<file path="config.mk">
export PLATFORM = sky130hd
export DESIGN_NAME = sparse_polynomial_multiply
export DESIGN_NICKNAME = d
export VERILOG_FILES = /design/src/hdl/spm_pkg.sv /design/src/hdl/spm_ram.sv /design/src/hdl/spm_mac.sv /design/src/hdl/sparse_polynomial_multiply.sv
export SDC_FILE = /design/constraint.sdc
export NUM_CORES = 2
export LEC_CHECK = 0
export ABC_CLOCK_PERIOD_IN_PS = 9200
export BUFFER_PORTS_ARGS = -buffer_cell sky130_fd_sc_hd__buf_2
export CORE_MARGIN = 1
export CORE_UTILIZATION = 60
export CTS_BUF_LIST = sky130_fd_sc_hd__clkbuf_4 sky130_fd_sc_hd__clkbuf_8
export DETAILED_ROUTE_END_ITERATION = 10
export GPL_ROUTABILITY_DRIVEN = 0
export MAX_ROUTING_LAYER = met4
export PLACE_DENSITY_LB_ADDON = 0.12
export SETUP_SLACK_MARGIN = 0.5
export SYNTH_ARGS = -nofsm -noshare
export SYNTH_HDL_FRONTEND = slang
export SYNTH_HIERARCHICAL = 1
export SYNTH_SLANG_ARGS = --single-unit
</file>
<file path="constraint.sdc">
create_clock -name aclk -period 9.2 [get_ports aclk]
set_input_delay 1.38 -clock aclk [delete_from_list [all_inputs] [get_ports aclk]]
set_output_delay 1.38 -clock aclk [all_outputs]
set_load 0.01 [all_outputs]
</file>
<file path="src/hdl/spm_pkg.sv">
package spm_pkg;

    // Sizing of the term stores and the product accumulator.
    localparam int MAX_TERMS  = 32;
    localparam int MAX_DEGREE = 31;
    localparam int COEF_WIDTH = 16;

    // Fixed field widths of the ports.
    localparam int CMD_W     = 2;
    localparam int COEF_IN_W = 16;
    localparam int DEG_W     = 5;
    localparam int OUT_DEG_W = 6;
    localparam int ACC_W     = 42;

    // Derived sizes.
    localparam int SUM_W      = DEG_W + 1;
    localparam int ACC_DEPTH  = 2 * MAX_DEGREE + 1;
    localparam int ACC_ADDR_W = $clog2(ACC_DEPTH);
    localparam int IDX_W      = (MAX_TERMS > 1) ? $clog2(MAX_TERMS) : 1;
    localparam int CNT_W      = $clog2(MAX_TERMS + 1);
    localparam int TERM_W     = COEF_WIDTH + DEG_W;
    localparam int PROD_W     = 2 * COEF_WIDTH;

    // Command codes.
    localparam logic [CMD_W-1:0] CMD_LOAD_FIRST  = CMD_W'(0);
    localparam logic [CMD_W-1:0] CMD_LOAD_SECOND = CMD_W'(1);
    localparam logic [CMD_W-1:0] CMD_MULTIPLY    = CMD_W'(2);

    // Sequencer states.
    typedef enum logic [1:0] {
        ST_IDLE,
        ST_MUL,
        ST_DRAIN,
        ST_EMIT
    } state_t;

    // Accumulator write request from the multiply-accumulate pipeline.
    typedef struct packed {
        logic                  en;
        logic [ACC_ADDR_W-1:0] addr;
        logic [ACC_W-1:0]      data;
    } acc_wr_t;

endpackage

</file>
<file path="src/hdl/spm_ram.sv">
module spm_ram #(
    parameter int WIDTH = 8,
    parameter int DEPTH = 16,
    localparam int ADDR_W = (DEPTH > 1) ? $clog2(DEPTH) : 1
) (
    input  logic              aclk,
    input  logic              wr_en,
    input  logic [ADDR_W-1:0] wr_addr,
    input  logic [WIDTH-1:0]  wr_data,
    input  logic [ADDR_W-1:0] rd_addr,
    output logic [WIDTH-1:0]  rd_data
);

    logic [WIDTH-1:0] mem [DEPTH];
    logic [WIDTH-1:0] rd_data_reg;

    // One write port and one registered read port.
    always_ff @(posedge aclk) begin
        if (wr_en) begin
            mem[wr_addr] <= wr_data;
        end
        rd_data_reg <= mem[rd_addr];
    end

    assign rd_data = rd_data_reg;

endmodule

</file>
<file path="src/hdl/spm_mac.sv">
module spm_mac (
    input  logic                           aclk,
    input  logic                           aresetn,
    input  logic                           pair_valid,
    input  logic [spm_pkg::TERM_W-1:0]     a_term,
    input  logic [spm_pkg::TERM_W-1:0]     b_term,
    output logic [spm_pkg::ACC_ADDR_W-1:0] acc_rd_addr,
    input  logic [spm_pkg::ACC_W-1:0]      acc_rd_data,
    output logic [spm_pkg::ACC_ADDR_W-1:0] sum_deg,
    input  logic                           sum_touched,
    output spm_pkg::acc_wr_t               acc_wr,
    output logic                           busy
);

    import spm_pkg::*;

    logic [SUM_W-1:0]             deg_sum;
    logic                         deg_in_range;
    logic signed [COEF_WIDTH-1:0] a_coef;
    logic signed [COEF_WIDTH-1:0] b_coef;
    logic signed [PROD_W-1:0]     prod;

    logic                         p1_valid_reg;
    logic [ACC_ADDR_W-1:0]        p1_deg_reg;
    logic signed [PROD_W-1:0]     p1_prod_reg;

    logic                         fwd_valid_reg;
    logic [ACC_ADDR_W-1:0]        fwd_addr_reg;
    logic [ACC_W-1:0]             fwd_data_reg;

    logic [ACC_W-1:0]             base;
    logic [ACC_W-1:0]             prod_ext;

    // First stage: product of the two terms and the degree of the product.
    assign a_coef       = a_term[TERM_W-1:DEG_W];
    assign b_coef       = b_term[TERM_W-1:DEG_W];
    assign prod         = a_coef * b_coef;
    assign deg_sum      = SUM_W'(a_term[DEG_W-1:0]) + SUM_W'(b_term[DEG_W-1:0]);
    assign deg_in_range = deg_sum < SUM_W'(ACC_DEPTH);
    assign acc_rd_addr  = deg_sum[ACC_ADDR_W-1:0];

    always_ff @(posedge aclk) begin
        if (!aresetn) begin
            p1_valid_reg <= 1'b0;
        end else begin
            p1_valid_reg <= pair_valid && deg_in_range;
        end
        p1_deg_reg  <= deg_sum[ACC_ADDR_W-1:0];
        p1_prod_reg <= prod;
    end

    // Second stage: read-modify-write of the accumulator cell. The write of the
    // previous cycle is not yet visible in the read data, so it is forwarded.
    // A cell that was never touched in this run counts as zero.
    assign prod_ext = ACC_W'(p1_prod_reg);

    always_comb begin
        if (fwd_valid_reg && (fwd_addr_reg == p1_deg_reg)) begin
            base = fwd_data_reg;
        end else if (sum_touched) begin
            base = acc_rd_data;
        end else begin
            base = '0;
        end
    end

    assign acc_wr.en   = p1_valid_reg;
    assign acc_wr.addr = p1_deg_reg;
    assign acc_wr.data = base + prod_ext;
    assign sum_deg     = p1_deg_reg;
    assign busy        = p1_valid_reg;

    // Copy of the last write for forwarding.
    always_ff @(posedge aclk) begin
        if (!aresetn) begin
            fwd_valid_reg <= 1'b0;
        end else begin
            fwd_valid_reg <= acc_wr.en;
        end
        fwd_addr_reg <= acc_wr.addr;
        fwd_data_reg <= acc_wr.data;
    end

endmodule

</file>
<file path="src/hdl/sparse_polynomial_multiply.sv">
// Sparse polynomial multiplier. Load items (command 0 or 1) write one term into
// the first or second term store; a load into a full store is dropped. A multiply
// item (command 2) walks every pair of stored terms, one pair per cycle through a
// single multiplier and a read-modify-write of the accumulator memory, and then
// waits for the pipeline to drain. The emit phase then scans the degrees in the
// order set by ascending_order, one degree per cycle, holding on a touched degree
// until the output register is free; each touched degree goes through the
// accumulator read and the output register. The last result carries last_term,
// and both stores are empty afterwards. Accumulator cells carry a touched bit in
// flip-flops, so no clearing pass is needed after reset.
module sparse_polynomial_multiply (
    input  logic                                aclk,
    input  logic                                aresetn,
    input  logic                                cfg_wr_en,
    input  logic                                cfg_wr_data,
    input  logic                                s_valid,
    output logic                                s_ready,
    input  logic [spm_pkg::CMD_W-1:0]           s_command,
    input  logic signed [spm_pkg::COEF_IN_W-1:0] s_term_coef,
    input  logic [spm_pkg::DEG_W-1:0]           s_term_degree,
    output logic                                m_valid,
    input  logic                                m_ready,
    output logic signed [spm_pkg::ACC_W-1:0]    m_product_coef,
    output logic [spm_pkg::OUT_DEG_W-1:0]       m_product_degree,
    output logic                                m_last_term
);

    import spm_pkg::*;

    state_t                state_reg, state_next;
    logic                  ascending_order_reg;
    logic [CNT_W-1:0]      first_count_reg, first_count_next;
    logic [CNT_W-1:0]      second_count_reg, second_count_next;
    logic [IDX_W-1:0]      i_reg, i_next;
    logic [IDX_W-1:0]      j_reg, j_next;
    logic [ACC_ADDR_W-1:0] k_reg, k_next;
    logic [ACC_DEPTH-1:0]  touched_reg, touched_next;
    logic                  pair_valid_reg, pair_valid_next;
    logic                  pend_reg, pend_next;
    logic [ACC_ADDR_W-1:0] pend_deg_reg, pend_deg_next;
    logic                  pend_last_reg, pend_last_next;

    logic                  m_valid_reg;
    logic [ACC_W-1:0]      m_coef_reg;
    logic [OUT_DEG_W-1:0]  m_deg_reg;
    logic                  m_last_reg;

    logic                  s_accept;
    logic                  deg_ok;
    logic                  first_we;
    logic                  second_we;
    logic [TERM_W-1:0]     term_word;
    logic [TERM_W-1:0]     a_term;
    logic [TERM_W-1:0]     b_term;

    logic [ACC_ADDR_W-1:0] mac_rd_addr;
    logic [ACC_ADDR_W-1:0] acc_rd_addr;
    logic [ACC_W-1:0]      acc_rd_data;
    logic [ACC_ADDR_W-1:0] sum_deg;
    acc_wr_t               acc_wr;
    logic                  mac_busy;

    logic                  last_i;
    logic                  last_j;
    logic [ACC_DEPTH-1:0]  touched_rest;
    logic                  emit_last;
    logic [ACC_ADDR_W-1:0] k_step;

    // Load decode.
    assign s_ready   = (state_reg == ST_IDLE);
    assign s_accept  = s_valid && s_ready;
    assign deg_ok    = ({1'b0, s_term_degree} <= SUM_W'(MAX_DEGREE));
    assign first_we  = s_accept && (s_command == CMD_LOAD_FIRST) && deg_ok
                       && (first_count_reg != CNT_W'(MAX_TERMS));
    assign second_we = s_accept && (s_command == CMD_LOAD_SECOND) && deg_ok
                       && (second_count_reg != CNT_W'(MAX_TERMS));
    assign term_word = {s_term_coef[COEF_WIDTH-1:0], s_term_degree};

    // Term stores.
    spm_ram #(.WIDTH(TERM_W), .DEPTH(MAX_TERMS)) u_first_store (
        .aclk    (aclk),
        .wr_en   (first_we),
        .wr_addr (first_count_reg[IDX_W-1:0]),
        .wr_data (term_word),
        .rd_addr (i_reg),
        .rd_data (a_term)
    );

    spm_ram #(.WIDTH(TERM_W), .DEPTH(MAX_TERMS)) u_second_store (
        .aclk    (aclk),
        .wr_en   (second_we),
        .wr_addr (second_count_reg[IDX_W-1:0]),
        .wr_data (term_word),
        .rd_addr (j_reg),
        .rd_data (b_term)
    );

    // Accumulator memory, read by the pipeline while multiplying and by the
    // scanner while emitting.
    assign acc_rd_addr = (state_reg == ST_EMIT) ? k_reg : mac_rd_addr;

    spm_ram #(.WIDTH(ACC_W), .DEPTH(ACC_DEPTH)) u_accumulator (
        .aclk    (aclk),
        .wr_en   (acc_wr.en),
        .wr_addr (acc_wr.addr),
        .wr_data (acc_wr.data),
        .rd_addr (acc_rd_addr),
        .rd_data (acc_rd_data)
    );

    // Multiply-accumulate pipeline.
    spm_mac u_mac (
        .aclk        (aclk),
        .aresetn     (aresetn),
        .pair_valid  (pair_valid_reg),
        .a_term      (a_term),
        .b_term      (b_term),
        .acc_rd_addr (mac_rd_addr),
        .acc_rd_data (acc_rd_data),
        .sum_deg     (sum_deg),
        .sum_touched (touched_reg[sum_deg]),
        .acc_wr      (acc_wr),
        .busy        (mac_busy)
    );

    // Pair walk limits and the emit scan helpers.
    assign last_i       = (CNT_W'(i_reg) + CNT_W'(1)) == first_count_reg;
    assign last_j       = (CNT_W'(j_reg) + CNT_W'(1)) == second_count_reg;
    assign touched_rest = touched_reg & ~(ACC_DEPTH'(1) << k_reg);
    assign emit_last    = (touched_rest == '0);
    assign k_step       = ascending_order_reg ? (k_reg + ACC_ADDR_W'(1))
                                              : (k_reg - ACC_ADDR_W'(1));

    // Sequencer next state.
    always_comb begin
        state_next        = state_reg;
        first_count_next  = first_count_reg;
        second_count_next = second_count_reg;
        i_next            = i_reg;
        j_next            = j_reg;
        k_next            = k_reg;
        touched_next      = touched_reg;
        pair_valid_next   = 1'b0;
        pend_next         = 1'b0;
        pend_deg_next     = pend_deg_reg;
        pend_last_next    = pend_last_reg;

        if (acc_wr.en) begin
            touched_next[acc_wr.addr] = 1'b1;
        end

        case (state_reg)
            ST_IDLE: begin
                if (first_we) begin
                    first_count_next = first_count_reg + CNT_W'(1);
                end
                if (second_we) begin
                    second_count_next = second_count_reg + CNT_W'(1);
                end
                if (s_accept && (s_command == CMD_MULTIPLY)) begin
                    if ((first_count_reg == '0) || (second_count_reg == '0)) begin
                        first_count_next  = '0;
                        second_count_next = '0;
                    end else begin
                        state_next = ST_MUL;
                        i_next     = '0;
                        j_next     = '0;
                    end
                end
            end
            ST_MUL: begin
                pair_valid_next = 1'b1;
                if (last_j) begin
                    j_next = '0;
                    if (last_i) begin
                        first_count_next  = '0;
                        second_count_next = '0;
                        state_next        = ST_DRAIN;
                    end else begin
                        i_next = i_reg + IDX_W'(1);
                    end
                end else begin
                    j_next = j_reg + IDX_W'(1);
                end
            end
            ST_DRAIN: begin
                if (!pair_valid_reg && !mac_busy) begin
                    state_next = ST_EMIT;
                    k_next     = ascending_order_reg ? '0 : ACC_ADDR_W'(ACC_DEPTH - 1);
                end
            end
            ST_EMIT: begin
                if (touched_reg == '0) begin
                    state_next = ST_IDLE;
                end else if (touched_reg[k_reg]) begin
                    if (!pend_reg && !m_valid_reg) begin
                        touched_next[k_reg] = 1'b0;
                        pend_next           = 1'b1;
                        pend_deg_next       = k_reg;
                        pend_last_next      = emit_last;
                        if (emit_last) begin
                            state_next = ST_IDLE;
                        end else begin
                            k_next = k_step;
                        end
                    end
                end else begin
                    k_next = k_step;
                end
            end
            default: begin
                state_next = ST_IDLE;
            end
        endcase
    end

    // Control registers.
    always_ff @(posedge aclk) begin
        if (!aresetn) begin
            state_reg           <= ST_IDLE;
            ascending_order_reg <= 1'b0;
            first_count_reg     <= '0;
            second_count_reg    <= '0;
            touched_reg         <= '0;
            pair_valid_reg      <= 1'b0;
            pend_reg            <= 1'b0;
        end else begin
            state_reg        <= state_next;
            first_count_reg  <= first_count_next;
            second_count_reg <= second_count_next;
            touched_reg      <= touched_next;
            pair_valid_reg   <= pair_valid_next;
            pend_reg         <= pend_next;
            if (cfg_wr_en) begin
                ascending_order_reg <= cfg_wr_data;
            end
        end
        i_reg         <= i_next;
        j_reg         <= j_next;
        k_reg         <= k_next;
        pend_deg_reg  <= pend_deg_next;
        pend_last_reg <= pend_last_next;
    end

    // Output register, loaded from the accumulator read in the cycle after the result is issued.
    always_ff @(posedge aclk) begin
        if (!aresetn) begin
            m_valid_reg <= 1'b0;
        end else if (pend_reg) begin
            m_valid_reg <= 1'b1;
        end else if (m_ready) begin
            m_valid_reg <= 1'b0;
        end
        if (pend_reg) begin
            m_coef_reg <= acc_rd_data;
            m_deg_reg  <= OUT_DEG_W'(pend_deg_reg);
            m_last_reg <= pend_last_reg;
        end
    end

    assign m_valid          = m_valid_reg;
    assign m_product_coef   = m_coef_reg;
    assign m_product_degree = m_deg_reg;
    assign m_last_term      = m_last_reg;

`ifndef NO_ASSERTIONS
    // Store fill counts never pass the store depth.
    assert property (@(posedge aclk) disable iff (!aresetn)
        (first_count_reg <= CNT_W'(MAX_TERMS)) && (second_count_reg <= CNT_W'(MAX_TERMS)))
        else $error("term store count exceeds the store depth");

    // The accumulator is written only during the pair walk and its drain.
    assert property (@(posedge aclk) disable iff (!aresetn)
        acc_wr.en |-> ((state_reg == ST_MUL) || (state_reg == ST_DRAIN)))
        else $error("accumulator written outside the multiply phase");

    // An issued accumulator read always lands in the output register.
    assert property (@(posedge aclk) disable iff (!aresetn)
        pend_reg |=> m_valid_reg)
        else $error("issued result did not reach the output register");

    // A result is issued only while the output register is free.
    assert property (@(posedge aclk) disable iff (!aresetn)
        pend_reg |-> !$past(m_valid_reg))
        else $error("result issued while the output register was occupied");

    // The scan ends once no touched degree remains.
    assert property (@(posedge aclk) disable iff (!aresetn)
        ((state_reg == ST_EMIT) && (touched_reg == '0)) |=> (state_reg == ST_IDLE))
        else $error("emit scan did not end with no touched degree left");
`endif

endmodule
</file>
---- After elaboration in Yosys (flattened, before gate mapping) ----
Memories as Yosys holds them, arrays and structs flattened. A register that Yosys moved wholly into a read port is not among the register bits.
Cells that the tools add are included.
operators by class
  add/sub/neg operators ................... 10
  $mul .................................... 1
  order comparisons ....................... 5
  eq/ne operators ......................... 22
  shift operators ......................... 1
  mux-type cells .......................... 61
  bitwise gates (word level) .............. 9
  reduce and logical (&&, ||, !) cells .... 33
operators by type and width
  kind                                                                                  number
  63-bit 2-to-1 mux                                                                     5
  63-bit AND                                                                            2
  63-bit logical NOT                                                                    2
  63-bit inverter                                                                       2
  6-bit 2-to-1 mux                                                                      16
  42-bit 2-to-1 mux                                                                     2
  63-bit OR                                                                             1
  1-bit by 6-bit << shifter with 63-bit output (first input constant)                   1
  42-bit adder                                                                          1
  6-bit case mux with 2 select lines                                                    3
  16-bit by 16-bit multiplier with 32-bit output                                        1
  5-bit 2-to-1 mux                                                                      5
  5-bit case mux with 2 select lines                                                    2
  6-bit by 1-bit adder with 6-bit output (second input constant)                        3
  6-bit equality test                                                                   3
  2-bit 2-to-1 mux                                                                      9
  6-bit by 7-bit less-than comparator with 1-bit output (second input constant)         2
  1-bit 2-to-1 mux                                                                      14
  5-bit by 1-bit adder with 6-bit output (second input constant)                        2
  1-bit binary-select mux with 6-bit select                                             2
  1-bit demux with 6-bit select                                                         2
  6-bit by 1-bit greater-or-equal comparator with 1-bit output (second input constant)  2
  1-bit logical AND                                                                     12
  6-bit logical NOT                                                                     2
  23 further kinds                                                                      46
word-level totals
  bits in registers ....................... 241
  memory bits (writable) .................. 3990
  bits of input ports ..................... 29
  output and inout port bits .............. 51
  logic and storage cells ................. 167
  memories ................................ 3
memory list
  name                depth  width  read ports  clocked after memory_dff  write ports  RTL line       text
  u_accumulator.mem   63     42     1           1                         1            spm_ram.sv:14  logic [WIDTH-1:0] mem [DEPTH];
  u_first_store.mem   32     21     1           1                         1            spm_ram.sv:14
  u_second_store.mem  32     21     1           1                         1            spm_ram.sv:14

---- Logic depth before layout (Yosys ltp) ----
  depth in word-level cells ............... 11
  depth in mapped cells ................... 21
  gate-level depth less buffers ........... 20

---- By module ----
Netlist, hierarchy kept.
modules (own cells, without submodules)
  module                       times used  cells an instance  area an instance (sq um)  seq. area each (sq um)
  spm_ram (u_accumulator)      1           4728               102896.2                  80297.0
  spm_ram (u_first_store ...)  2           1481               26751.9                   20599.8
  spm_mac                      1           1719               15084.5                   1761.7
  sparse_polynomial_multiply   1           835                8294.2                    3783.6

---- Worst setup path before layout ----
OpenSTA, ideal clock, no wires.
  path type ............................... register to register
  from .................................... register u_mac.p1_deg_reg[1], in the netlist u_mac/sum_deg[1]
  to ...................................... memory u_accumulator/mem[0][35] (netlist name), data pin
  setup time .............................. 0.568 ns
  data arrival time ....................... 6.857 ns
  required time ........................... 8.632 ns
  path slack .............................. 1.775 ns
  stages on the path, launching flop included .. 19
  path buffers ............................ 5
  clock period less this slack ............ 7.425 ns
  cell sequence ........................... dfxtp_1 -> buf_4 -> buf_2 -> buf_1 -> mux4_2 -> mux4_2 -> mux4_2 -> clkbuf_1 -> clkbuf_1 -> nand2_1 -> o21ai_0 -> ha_1 -> a211oi_1 -> o21bai_2 -> o211ai_2 -> o41a_1 -> o21ai_2 -> a41oi_1 -> xnor2_1
RTL lines
  what                    RTL line       text
  from (decl)             spm_mac.sv:24  logic [ACC_ADDR_W-1:0] p1_deg_reg;
  from (signal assigned)  spm_mac.sv:48  p1_deg_reg <= deg_sum[ACC_ADDR_W-1:0];
  to (decl)               spm_ram.sv:14

==> out/qor.yml <==
status: "complete, but fails checks"
violations: "design-rule violations, max-capacitance violations"
worst_setup_path_start_kind: "flip-flop"
rsz0062_at_grt: "false"
clk_root_buffer_cell: "clkbuf_8"
clk_latency_ns: 1.24
synth_area_leader_cell: "edfxtp_1"
p_leak_nw: 68.86
dr_total_vias: 100500
grt_usage_pct: 33.91
cap_violations: 1
synth_simple_gate_area_share_pct: 4.155
largestRegisters: "u_accumulator/mem x2646, u_first_store/mem x672, u_second_store/mem x672"
vias_per_cell: 6.552
grt_max_degree: 153
num_rows: 200
yosys.area_share.adder_pct: 3.939
synth_mux_area_share_pct: 13.45
finalHoldViolCount: 0
syn_inst: 10240
path_class: "reg2reg"
fin_util_pct: 66.96
synth_area_leaders: "edfxtp_1 68%, mux4_2 7.6%, mux2i_1 5.5%"
ant_nets: 0
stdcell_count: 15330
io_buffers: 79
tns_ns: 0
cts_tree: "built"
ctsResizeCount: 0
drive_above_1_share_pct: 20.94
worst_ep_arrival_time_ns: 8.21
timing.final.crit_share_pct: 77.75
max_freq_mhz: 139.8
powerDensity_nw_per_um2: 234.1
worst_slack_ns: 2.047
cts_num_sinks: 4315
largest_reg_flops: 2646
io_pins: 80
drt_iter0_drc: 12950
worstPathRequired_ns: 10.25
nNetsFinal: 11190
post-place-ws_ns: 2.174
period_needed_ns: 7.153
grt_pass1_vias: 100400
netlist.area_leader.share_pct: 67.85
synthesis.area_um2: 179800
dp.cells: 14020
core_area_um2: 297500
synth_fp_nets: 10680
hpwl_mm: 290.3
ys.flop_type: "edfxtp_1"
synth_edf_count: 4062
drt_wl_total_mm: 496.6
path_clk_slew_ns: 0.06
area_growth_pct: 10.82
slew_violations: 0
cts_buffers: 670
crit_path_max_fanout: 44
die_y_um: 549.4
die_w_um: 549.4
async_flop_share_pct: 0
grt_pass1_wl_mm: 703.4
drc: 2
start_util_pct: 60.42
peakVddDrop_mv: 0.2052
synth_compound_area_share_pct: 4.707
crit_path_end_kind: "flip-flop"
synth_xor_area_share_pct: 0.5408
ys_ff_latch: 4315
hold_path.class: "reg2reg"
clock_path_buffers: 4
htreeDepth: 6
relSlewSlack_pct: 1.771
syn_area_per_cell_um2: 17.55
grt_overflow_total: 0
wl_per_cell_um: 32.39
dieArea_um2: 301800
ys_seq_area_share_pct: 70.67
tightestPinTransition_ns: 1.462
ys_warn_count: 6
synth_top_family_by_area: "multiplexers"
setup_viol: 0
ys_types: 98
antenna_found_initial: 32
largest_register: "u_accumulator/mem"
post-cts-setup-buffer-count: 0
firstDrtPassIters: 11
hold_buffers: 0
skew_ns: 0.1074
stage by stage:
step,hold slack [ns],power [mW],area (um2)
final,0.4168,46.65,199200
after global routing,0.4074,48.16,199200
after CTS,0.3631,46.73,199000
after detailed placement,0.4045,30.97,185700
after global placement,0.4064,30.74,185700
after floorplan,0.3843,28.20,179800
cell usage in the layout (no fill, tap or decap), types with 36 or more instances in the layout:
| cell | count |
|---|---|
| nand4_1 | 79 |
| nand3_1 | 147 |
| o211ai_1 | 38 |
| nor3_1 | 83 |
| a22o_1 | 86 |
| a31oi_1 | 152 |
| inv_1 | 318 |
| edfxtp_1 | 4062 |
| nand2_1 | 517 |
| clkinv_2 | 63 |
| nor2_4 | 66 |
| nor2b_1 | 52 |
| clkinv_1 | 138 |
| clkbuf_4 | 237 |
| a211oi_1 | 86 |
| and2_1 | 160 |
| ha_1 | 141 |
| buf_4 | 323 |
| nor2_2 | 57 |
| a21oi_1 | 294 |
| fa_1 | 264 |
| mux2_2 | 36 |
| mux4_2 | 604 |
| dfxtp_1 | 251 |
| buf_2 | 79 |
| clkbuf_8 | 703 |
| xnor2_1 | 47 |
| nor2_1 | 207 |
| mux2i_1 | 992 |
| a22oi_1 | 197 |
| o21ai_0 | 290 |
| diode_2 | 101 |
report_power, final:
group          internal (mW)  total [mW]  switching, mW
combinational           2.04        6.89           4.85
clock                   8.39        16.0           7.58
sequential              23.4        23.8          0.368
cell families (layout without fill, tap and decap cells):
group / Yosys count / count (layout)
buffers and inverters: 893 / 1941
XOR/XNOR: 111 / 111
other: 0 / 101
flip-flops: 4315 / 4315
AND/OR/NAND/NOR: 1554 / 1554
multiplexers: 1645 / 1645
adder cells (fa/ha/maj): 407 / 407
AO/OA/AOI/OAI: 1319 / 1319
cell type report:
type	count	area (um2)
Tap cell	3939	4928
Clock buffer	940	11450
Antenna cell	101	252.7
Sequential cell	4315	127000
Clock inverter	269	1876
Multi-Input combinational cell	5036	49450
Timing Repair Buffer	412	3020
Fill cell	19640	98300
Inverter	320	1206
Yosys cell counts (38+ instances only):
| cell type | number |
|---|---|
| nor2b_1 | 57 |
| a22o_1 | 86 |
| o21ai_0 | 294 |
| mux2_2 | 41 |
| mux4_2 | 604 |
| nand3_1 | 148 |
| a31oi_1 | 152 |
| xnor2_1 | 67 |
| buf_4 | 77 |
| o211ai_1 | 38 |
| fa_1 | 265 |
| a21oi_1 | 295 |
| xor2_1 | 44 |
| nand2_1 | 519 |
| ha_1 | 142 |
| mux2i_1 | 993 |
| nand4_1 | 79 |
| buf_2 | 110 |
| clkbuf_1 | 249 |
| a22oi_1 | 197 |
| inv_1 | 320 |
| nor2_1 | 330 |
| and2_1 | 163 |
| buf_6 | 83 |
| a211oi_1 | 88 |
| edfxtp_1 | 4062 |
| nor3_1 | 86 |
| dfxtp_1 | 253 |
path summary, 6_finish.rpt:
path                                  startpoint                   endpoint  slack (ns)  depth (start not counted)
worst max register to register  u_mac/sum_deg[1]  u_accumulator/mem[61][38]        2.05                         16
worst min register to register   pend_deg_reg[3]        m_product_degree[3]        0.42                          0
worst max-delay path            u_mac/sum_deg[1]  u_accumulator/mem[61][38]        2.05                         16
worst min-delay path             pend_deg_reg[3]        m_product_degree[3]        0.42                          0
metal layers:
layer / GRT usage [%] / wire (um) / up-vias
li1: - / - / 41420
met1: 43.02 / 180400 / 52010
met2: 53.24 / 240200 / 5879
met3: 6.244 / 49500 / 1134
met4: 16.57 / 26590 / 0
met5: - / 0 / -
worst max-delay path, stage by stage, from the launching register on:
cell and delay [ns]:
dfxtp_2 0.92, mux4_2 0.62, mux4_2 0.49, mux4_2 0.49, buf_4 0.29, nand2_1 0.18, o21ai_0 0.14, ha_2 0.24
fa_2 0.43, a211oi_1 0.34, o211ai_1 0.18, nand3_1 0.20, nand3_1 0.11, a21oi_1 0.47, o211ai_1 0.30, xor2_4 1.04
buf_4 0.40
No activity file was read; power rests on OpenSTA's default activity.
